**src/hdl/dsrt_pkg.sv**
```systemverilog
// dsrt_pkg: field layouts, operation and status codes for the date sorted record table
// no dependencies; imported by date_sorted_record_table_top and tb_top
`default_nettype none

package dsrt_pkg;

  localparam int unsigned TDATA_W   = 96;
  localparam int unsigned TUSER_W   = 2;
  localparam int unsigned DAY_W     = 5;
  localparam int unsigned MONTH_W   = 4;
  localparam int unsigned YEAR_W    = 14;
  localparam int unsigned DATE_W    = YEAR_W + MONTH_W + DAY_W;
  localparam int unsigned PAYLOAD_W = 64;
  localparam int unsigned POS_W     = 4;
  localparam int unsigned COUNT_W   = 5;

  typedef enum logic [TUSER_W-1:0] {
    OP_INSERT = 2'd0,
    OP_REMOVE = 2'd1,
    OP_READ   = 2'd2
  } op_e;

  typedef enum logic [TUSER_W-1:0] {
    ST_OK    = 2'd0,
    ST_FULL  = 2'd1,
    ST_RANGE = 2'd2
  } status_e;

  // first member sits in the high bits, so day lands at bit 0
  typedef struct packed {
    logic [POS_W-1:0]     position;
    logic [PAYLOAD_W-1:0] payload;
    logic [YEAR_W-1:0]    year;
    logic [MONTH_W-1:0]   month;
    logic [DAY_W-1:0]     day;
  } in_data_t;

  typedef struct packed {
    logic [PAYLOAD_W-1:0] entry_payload;
    logic [YEAR_W-1:0]    entry_year;
    logic [MONTH_W-1:0]   entry_month;
    logic [DAY_W-1:0]     entry_day;
    logic [COUNT_W-1:0]   count;
  } out_data_t;

  localparam int unsigned IN_DATA_W  = $bits(in_data_t);
  localparam int unsigned OUT_DATA_W = $bits(out_data_t);

endpackage

`default_nettype wire

```
**src/hdl/date_sorted_record_table_top.sv**
```systemverilog
// date_sorted_record_table_top: table of dated records kept in ascending date order
// depends on dsrt_pkg
`default_nettype none

// Holds up to DEPTH records (date plus payload) in one single-port-write, registered-read
// memory, ordered by date with equal dates kept in arrival order. Operation on
// s_axis_tuser: insert, remove at index, read at index; every transaction returns status on
// m_axis_tuser and the record count. One item is worked at a time by a small sequencer that
// moves records one at a time through the memory's read and write ports: an insert reads each
// record with a later date and writes it up one slot, then writes the new record into the gap;
// a remove reads each following record and writes it down one slot; a read reads the slot at
// the index. A rejected insert, an out-of-range index or an unused code goes straight to the
// result. The next transaction is taken once the result is loaded into the output register,
// even while that result still waits to be taken.
module date_sorted_record_table_top #(
  parameter int unsigned DEPTH        = 16,
  parameter int unsigned PAYLOAD_BITS = 64
) (
  input  logic                          clk_i,
  input  logic                          rst_ni,
  input  logic                          s_axis_tvalid,
  output logic                          s_axis_tready,
  // day[4:0], month[8:5], year[22:9], payload[86:23], position[90:87], zero fill
  input  logic [dsrt_pkg::TDATA_W-1:0]  s_axis_tdata,
  // operation[1:0]
  input  logic [dsrt_pkg::TUSER_W-1:0]  s_axis_tuser,
  output logic                          m_axis_tvalid,
  input  logic                          m_axis_tready,
  // count[4:0], entry_day[9:5], entry_month[13:10], entry_year[27:14],
  // entry_payload[91:28], zero fill
  output logic [dsrt_pkg::TDATA_W-1:0]  m_axis_tdata,
  // status[1:0]
  output logic [dsrt_pkg::TUSER_W-1:0]  m_axis_tuser
);

  import dsrt_pkg::*;

  localparam int unsigned AW = $clog2(DEPTH);
  localparam int unsigned CW = $clog2(DEPTH + 1);
  localparam int unsigned XW = (CW > POS_W) ? CW : POS_W;
  localparam int unsigned EW = DATE_W + PAYLOAD_BITS;

  typedef enum logic [2:0] {
    S_IDLE,
    S_INS_RD,
    S_INS_CMP,
    S_REM_RD,
    S_REM_WR,
    S_RD_DATA,
    S_FIN
  } state_e;

  state_e                  state_q;
  logic [CW-1:0]           fill_q;
  logic [CW-1:0]           idx_q;
  logic [DATE_W-1:0]       date_q;
  logic [PAYLOAD_BITS-1:0] pay_q;
  status_e                 status_q;
  logic [DATE_W-1:0]       ent_date_q;
  logic [PAYLOAD_BITS-1:0] ent_pay_q;
  logic                    out_valid_q;
  out_data_t               out_data_q;
  status_e                 out_status_q;

  logic [EW-1:0]           mem [DEPTH];
  logic [EW-1:0]           rdata_q;

  in_data_t                in_data;
  logic [XW-1:0]           pos_x;
  logic [XW-1:0]           fill_x;
  logic [CW-1:0]           idx_m1;
  logic [CW-1:0]           idx_p1;
  logic [DATE_W-1:0]       rd_date;
  logic [PAYLOAD_BITS-1:0] rd_pay;
  logic                    rd_later;
  logic                    mem_we;
  logic [AW-1:0]           mem_wa;
  logic [AW-1:0]           mem_ra;
  logic [EW-1:0]           mem_wd;
  logic                    out_free;

  assign in_data  = in_data_t'(s_axis_tdata[IN_DATA_W-1:0]);
  assign pos_x    = XW'(in_data.position);
  assign fill_x   = XW'(fill_q);
  assign idx_m1   = idx_q - CW'(1);
  assign idx_p1   = idx_q + CW'(1);
  assign rd_date  = rdata_q[EW-1 -: DATE_W];
  assign rd_pay   = rdata_q[PAYLOAD_BITS-1:0];
  // the packed date {year, month, day} compares like year, then month, then day
  assign rd_later = rd_date > date_q;
  assign out_free = !out_valid_q || m_axis_tready;

  assign s_axis_tready = (state_q == S_IDLE);
  assign m_axis_tvalid = out_valid_q;
  assign m_axis_tdata  = TDATA_W'(out_data_q);
  assign m_axis_tuser  = out_status_q;

  // memory port control, one read and one write a cycle
  always_comb begin
    mem_we = 1'b0;
    mem_wa = idx_q[AW-1:0];
    mem_wd = {date_q, pay_q};
    mem_ra = '0;
    unique case (state_q)
      S_IDLE: begin
        mem_ra = pos_x[AW-1:0];
      end
      S_INS_RD: begin
        mem_ra = idx_m1[AW-1:0];
        mem_we = (idx_q == '0);
      end
      S_INS_CMP: begin
        // either move the later record up or drop the new one into the gap
        mem_we = 1'b1;
        if (rd_later) begin
          mem_wd = rdata_q;
        end
      end
      S_REM_RD: begin
        mem_ra = idx_p1[AW-1:0];
      end
      S_REM_WR: begin
        mem_we = 1'b1;
        mem_wd = rdata_q;
      end
      default: ;
    endcase
  end

  always_ff @(posedge clk_i) begin
    if (mem_we) begin
      mem[mem_wa] <= mem_wd;
    end
    rdata_q <= mem[mem_ra];
  end

  always_ff @(posedge clk_i or negedge rst_ni) begin
    if (!rst_ni) begin
      state_q      <= S_IDLE;
      fill_q       <= '0;
      idx_q        <= '0;
      date_q       <= '0;
      pay_q        <= '0;
      status_q     <= ST_OK;
      ent_date_q   <= '0;
      ent_pay_q    <= '0;
      out_valid_q  <= 1'b0;
      out_data_q   <= '0;
      out_status_q <= ST_OK;
    end else begin
      if (state_q == S_FIN && out_free) begin
        out_valid_q <= 1'b1;
      end else if (out_valid_q && m_axis_tready) begin
        out_valid_q <= 1'b0;
      end
      unique case (state_q)
        S_IDLE: begin
          if (s_axis_tvalid) begin
            date_q     <= {in_data.year, in_data.month, in_data.day};
            pay_q      <= in_data.payload[PAYLOAD_BITS-1:0];
            ent_date_q <= '0;
            ent_pay_q  <= '0;
            status_q   <= ST_OK;
            unique case (s_axis_tuser)
              OP_INSERT: begin
                if (fill_q == CW'(DEPTH)) begin
                  status_q <= ST_FULL;
                  state_q  <= S_FIN;
                end else begin
                  idx_q   <= fill_q;
                  state_q <= S_INS_RD;
                end
              end
              OP_REMOVE: begin
                if (pos_x >= fill_x) begin
                  status_q <= ST_RANGE;
                  state_q  <= S_FIN;
                end else begin
                  idx_q   <= CW'(pos_x);
                  state_q <= S_REM_RD;
                end
              end
              OP_READ: begin
                if (pos_x >= fill_x) begin
                  status_q <= ST_RANGE;
                  state_q  <= S_FIN;
                end else begin
                  state_q <= S_RD_DATA;
                end
              end
              default: begin
                state_q <= S_FIN;
              end
            endcase
          end
        end
        S_INS_RD: begin
          if (idx_q == '0) begin
            fill_q  <= fill_q + CW'(1);
            state_q <= S_FIN;
          end else begin
            state_q <= S_INS_CMP;
          end
        end
        S_INS_CMP: begin
          if (rd_later) begin
            idx_q   <= idx_m1;
            state_q <= S_INS_RD;
          end else begin
            fill_q  <= fill_q + CW'(1);
            state_q <= S_FIN;
          end
        end
        S_REM_RD: begin
          if (idx_p1 >= fill_q) begin
            fill_q  <= fill_q - CW'(1);
            state_q <= S_FIN;
          end else begin
            state_q <= S_REM_WR;
          end
        end
        S_REM_WR: begin
          idx_q   <= idx_p1;
          state_q <= S_REM_RD;
        end
        S_RD_DATA: begin
          ent_date_q <= rd_date;
          ent_pay_q  <= rd_pay;
          state_q    <= S_FIN;
        end
        S_FIN: begin
          if (out_free) begin
            out_status_q             <= status_q;
            out_data_q.count         <= COUNT_W'(fill_q);
            out_data_q.entry_day     <= ent_date_q[DAY_W-1:0];
            out_data_q.entry_month   <= ent_date_q[DAY_W +: MONTH_W];
            out_data_q.entry_year    <= ent_date_q[DAY_W+MONTH_W +: YEAR_W];
            out_data_q.entry_payload <= PAYLOAD_W'(ent_pay_q);
            state_q                  <= S_IDLE;
          end
        end
        default: begin
          state_q <= S_IDLE;
        end
      endcase
    end
  end

endmodule

`default_nettype wire

```
**config.mk**
```make
export PLATFORM = sky130hd
export DESIGN_NAME = date_sorted_record_table_top
export DESIGN_NICKNAME = d
export VERILOG_FILES = /design/src/hdl/dsrt_pkg.sv /design/src/hdl/date_sorted_record_table_top.sv
export SDC_FILE = /design/constraint.sdc
export NUM_CORES = 2
export LEC_CHECK = 0
export ABC_AREA = 1
export BUFFER_PORTS_ARGS = -buffer_cell sky130_fd_sc_hd__clkbuf_2
export CORE_UTILIZATION = 50
export DETAILED_ROUTE_END_ITERATION = 6
export PLACE_DENSITY = 0.75
export SLEW_MARGIN = 20
export SYNTH_ARGS = -nofsm -noshare
export SYNTH_HDL_FRONTEND = slang
export SYNTH_SLANG_ARGS = --single-unit
```
**constraint.sdc**
```tcl
create_clock -name clk_i -period 10.25 [get_ports clk_i]
set_input_delay 0.5125 -clock clk_i [delete_from_list [all_inputs] [get_ports clk_i]]
set_output_delay 0.5125 -clock clk_i [all_outputs]
set_load 0.05 [all_outputs]
```
==> flow_metrics.py <==
metrics = {
    "run_status": {
        "status": "finished clean",
    },
    "pwr": {
        "p_sw_share_pct": 40.1,
        "power.switching_mw": 11.2,
        "p_int_mw": 16.7,
        "power_mw": 27.9,
        "p_leak_nw": 33.5,
        "seqPwrFrac_pct": 40.3,
        "power_density_mw_per_mm2": 345,
        "p_comb_share_pct": 37.0,
        "peakVddDrop_mv": 0.297,
        "clockPowerShare_pct": 22.7,
    },
    "synthesis": {
        "ys_types": 36,
        "synthCells": 6684,
        "synth_ff_type": "edfxtp_1",
        "synth_edf_count": 1392,
        "syn_area_per_cell_um2": 10.8,
        "seq_area_frac_synth_pct": 70.4,
        "ys.warnings.count": 0,
        "synthesis.area_mm2": 0.0719,
        "async_flop_share_pct": 16.1,
        "ys_ff_latch": 1763,
    },
    "layout": {
        "nNetsFinal": 6969,
        "multi_input_comb_area_mm2": 0.0181,
        "final_core_util_pct": 56.9,
        "diodes": 0,
        "fillCellCount": 11208,
        "area_growth_syn_to_layout_pct": 12.3,
        "regArea_mm2": 0.0506,
        "finalNonFillerCells": 8860,
        "drive_gt1_share_pct": 8.08,
        "stdcell_area_mm2": 0.0808,
    },
    "cts": {
        "clock-sinks": 1763,
        "clk_latency_ps": 810,
        "clockBufferDepth": 3,
        "clk_pin_slew_ps": 60,
        "cts_max_level": 4,
        "numCtsBuffers": 173,
        "cts_tree": "done",
        "cts_root_buffer": "clkbuf_16",
        "cts_resized": 0,
    },
    "route": {
        "first_iter_violations": 5649,
        "wirelength_met1_mm": 73.1,
        "vias": 48842,
        "route.met2.wl_mm": 84.4,
        "via_per_inst": 5.51,
        "met3_length_mm": 19.5,
        "drc_errors": 0,
        "top_layer_used": "met4",
        "ant_nets": 0,
        "routed_wirelength_mm": 182,
        "wl_per_cell_um": 20.6,
        "firstDrtPassIters": 5,
    },
    "global_route": {
        "grt_overflow": 0,
        "first_global_vias": 46503,
        "track_usage_pct": 24.9,
        "grt_pass1_wl_mm": 276,
        "grt_max_degree": 223,
        "antenna_found_initial": 6,
    },
    "floorplan": {
        "die-height_um": 381,
        "core_area_mm2": 0.142,
        "initial_utilization_pct": 50.6,
        "io_pins": 202,
        "die_w_um": 381,
        "rows": 138,
        "dieArea_mm2": 0.145,
    },
    "timing": {
        "slew_viol_final": 0,
        "clock.fmax_mhz": 194,
        "tns_ps": 0,
        "period_needed_ps": 5140,
        "fin_crit_sh_pct": 50.2,
        "hold_violations": 0,
        "fin_hold_ws_ps": 27.0,
        "tightest_slew_ps": 1210,
        "finalSetupViolCount": 0,
        "max-slew-margin-rel_pct": 19.3,
        "skew_ps": 43.3,
        "rsz0062_at_grt": "false",
        "worst_slack_ps": 5110,
    },
    "placed_design": {
        "portBuffers": 192,
        "dpl.hpwl_mm": 90.4,
        "place_congestion": 0.818,
        "dp.cells": 8458,
        "placed_cell_area_mm2": 0.0743,
        "post-place-ws_ps": 5200,
    },
    "worst_setup_path": {
        "crit_type": "reg2reg",
        "crit_path_end_kind": "flip-flop",
        "crit_path_start_kind": "flip-flop",
        "arrival_ps": 5870,
        "worstPathRequired_ps": 10980,
        "cp_max_fo": 114,
    },
    "job": {
        "cap_viol_max_count": 0,
    },
    "worst_hold_path": {
        "hp-class": "in2reg",
    },
}
final cells by class:
class	instances	share of cell area, %
Inverter	431	2.04
Multi-Input combinational cell	4117	22.4
Sequential cell	1763	62.7
Tap cell	1890	2.93
Clock buffer	242	6.10
Timing Repair Buffer	336	2.91
Clock inverter	81	0.969
power by group through the flow:
stage | Sequential (mW) | Clock (mW) | Combinational [mW]
finish | 11.2 | 6.32 | 10.3
global route | 11.3 | 6.66 | 11.3
CTS | 11.2 | 6.37 | 10.2
detailed placement | 11.4 | 0 | 10.1
global placement | 11.3 | 0 | 9.81
floorplan | 11.8 | 0 | 6.58
path summary, 6_finish.rpt:
path                                   from               end  slack [ps]  cells after the start
setup reg to reg                 state_q[2]       rdata_q[38]        5110                     14
setup / recovery                 state_q[2]       rdata_q[38]        5110                     14
min in group asynchronous            rst_ni  m_axis_tdata[17]         370                      2
hold reg to reg                 rdata_q[21]     ent_pay_q[21]         450                      2
hold / removal             s_axis_tdata[18]        date_q[18]          30                      3
max in group asynchronous            rst_ni         pay_q[51]        7730                      4
metal layers:
layer  vias up  global-route usage (%)
li1      22585                       -
met1     23329                    34.6
met2      2562                    39.6
met3       366                    4.51
met4         0                    8.60
met5         -                       0
cell usage after synthesis (all sizes together) (7+ instances only):
| cell | n | area (um^2) |
|---|---|---|
| nand2 | 2960 | 11100 |
| edfxtp | 1392 | 41800 |
| a21oi | 14 | 70.1 |
| buf | 278 | 1440 |
| inv | 431 | 1620 |
| dfrtp | 284 | 7110 |
| o21ai | 122 | 611 |
| nand3 | 638 | 3200 |
| o211ai | 181 | 1360 |
| nor2 | 38 | 171 |
| nor3 | 7 | 35.0 |
| o22ai | 88 | 551 |
| dfxtp | 87 | 1740 |
| clkbuf | 98 | 368 |
| ha | 44 | 551 |
flip-flops by register name (all words and copies together), names as in the netlist:
signal and flops:
mem 1392, m_axis_tdata 92, rdata_q 87, ent_pay_q 64
pay_q 64, date_q 23, ent_date_q 23, fill_q 5
idx_q 5, state_q 3, m_axis_tuser 2, status_q 2
m_axis_tvalid 1
cell families (layout without fill, tap and decap cells):
group	Yosys count	count (layout)	synth area share, %
AOI/OAI and AO/OA	408	408	3.65
and+or+nand+nor	3651	3651	20.3
muxes	1	1	0.0157
xor gates and xnor gates	8	8	0.0974
buffers and inverters	807	1090	4.76
adders and majority gates	45	45	0.793
DFF	1763	1763	70.4
other	1	4	0.00521
cells in the final DEF (no fill, tap or decap), types with 5 or more instances in the layout:
| cell | count |
|---|---|
| buf_12 | 8 |
| clkbuf_1 | 41 |
| o22ai_1 | 88 |
| dfrtp_1 | 284 |
| nand3_1 | 634 |
| nor2_4 | 16 |
| clkbuf_8 | 23 |
| o21ai_0 | 122 |
| xor2_1 | 5 |
| inv_1 | 418 |
| a21oi_1 | 14 |
| inv_2 | 7 |
| clkinv_1 | 22 |
| ha_1 | 44 |
| clkinvlp_4 | 8 |
| clkinv_2 | 30 |
| buf_4 | 57 |
| clkbuf_2 | 191 |
| o211ai_1 | 181 |
| bufinv_16 | 10 |
| clkbuf_16 | 178 |
| dlygate4sd3_1 | 79 |
| edfxtp_1 | 1392 |
| nor2_1 | 20 |
| dfxtp_1 | 87 |
| nand2_1 | 2954 |
timing repair:
| action | 4_1_cts | 5_1_grt |
|---|---|---|
| endpoints found under the setup margin | 0 | 0 |
| hold buffers | 79 | 0 |
| endpoints found under the hold margin | 165 | 0 |
| buffers inserted | 0 | 0 |
worst max-delay path, cell delays in order, from the launching register on:
cell	delay, ps
dfrtp_1	540
inv_2	160
nand2_2	110
inv_1	100
nand2_1	130
nand2_8	560
buf_4	910
buf_4	830
buf_4	860
nand2_1	110
nand2_1	110
nand2_1	60
nand3_1	130
nand3_1	120
nand2_1	140
(Power assumes the default switching activity.)
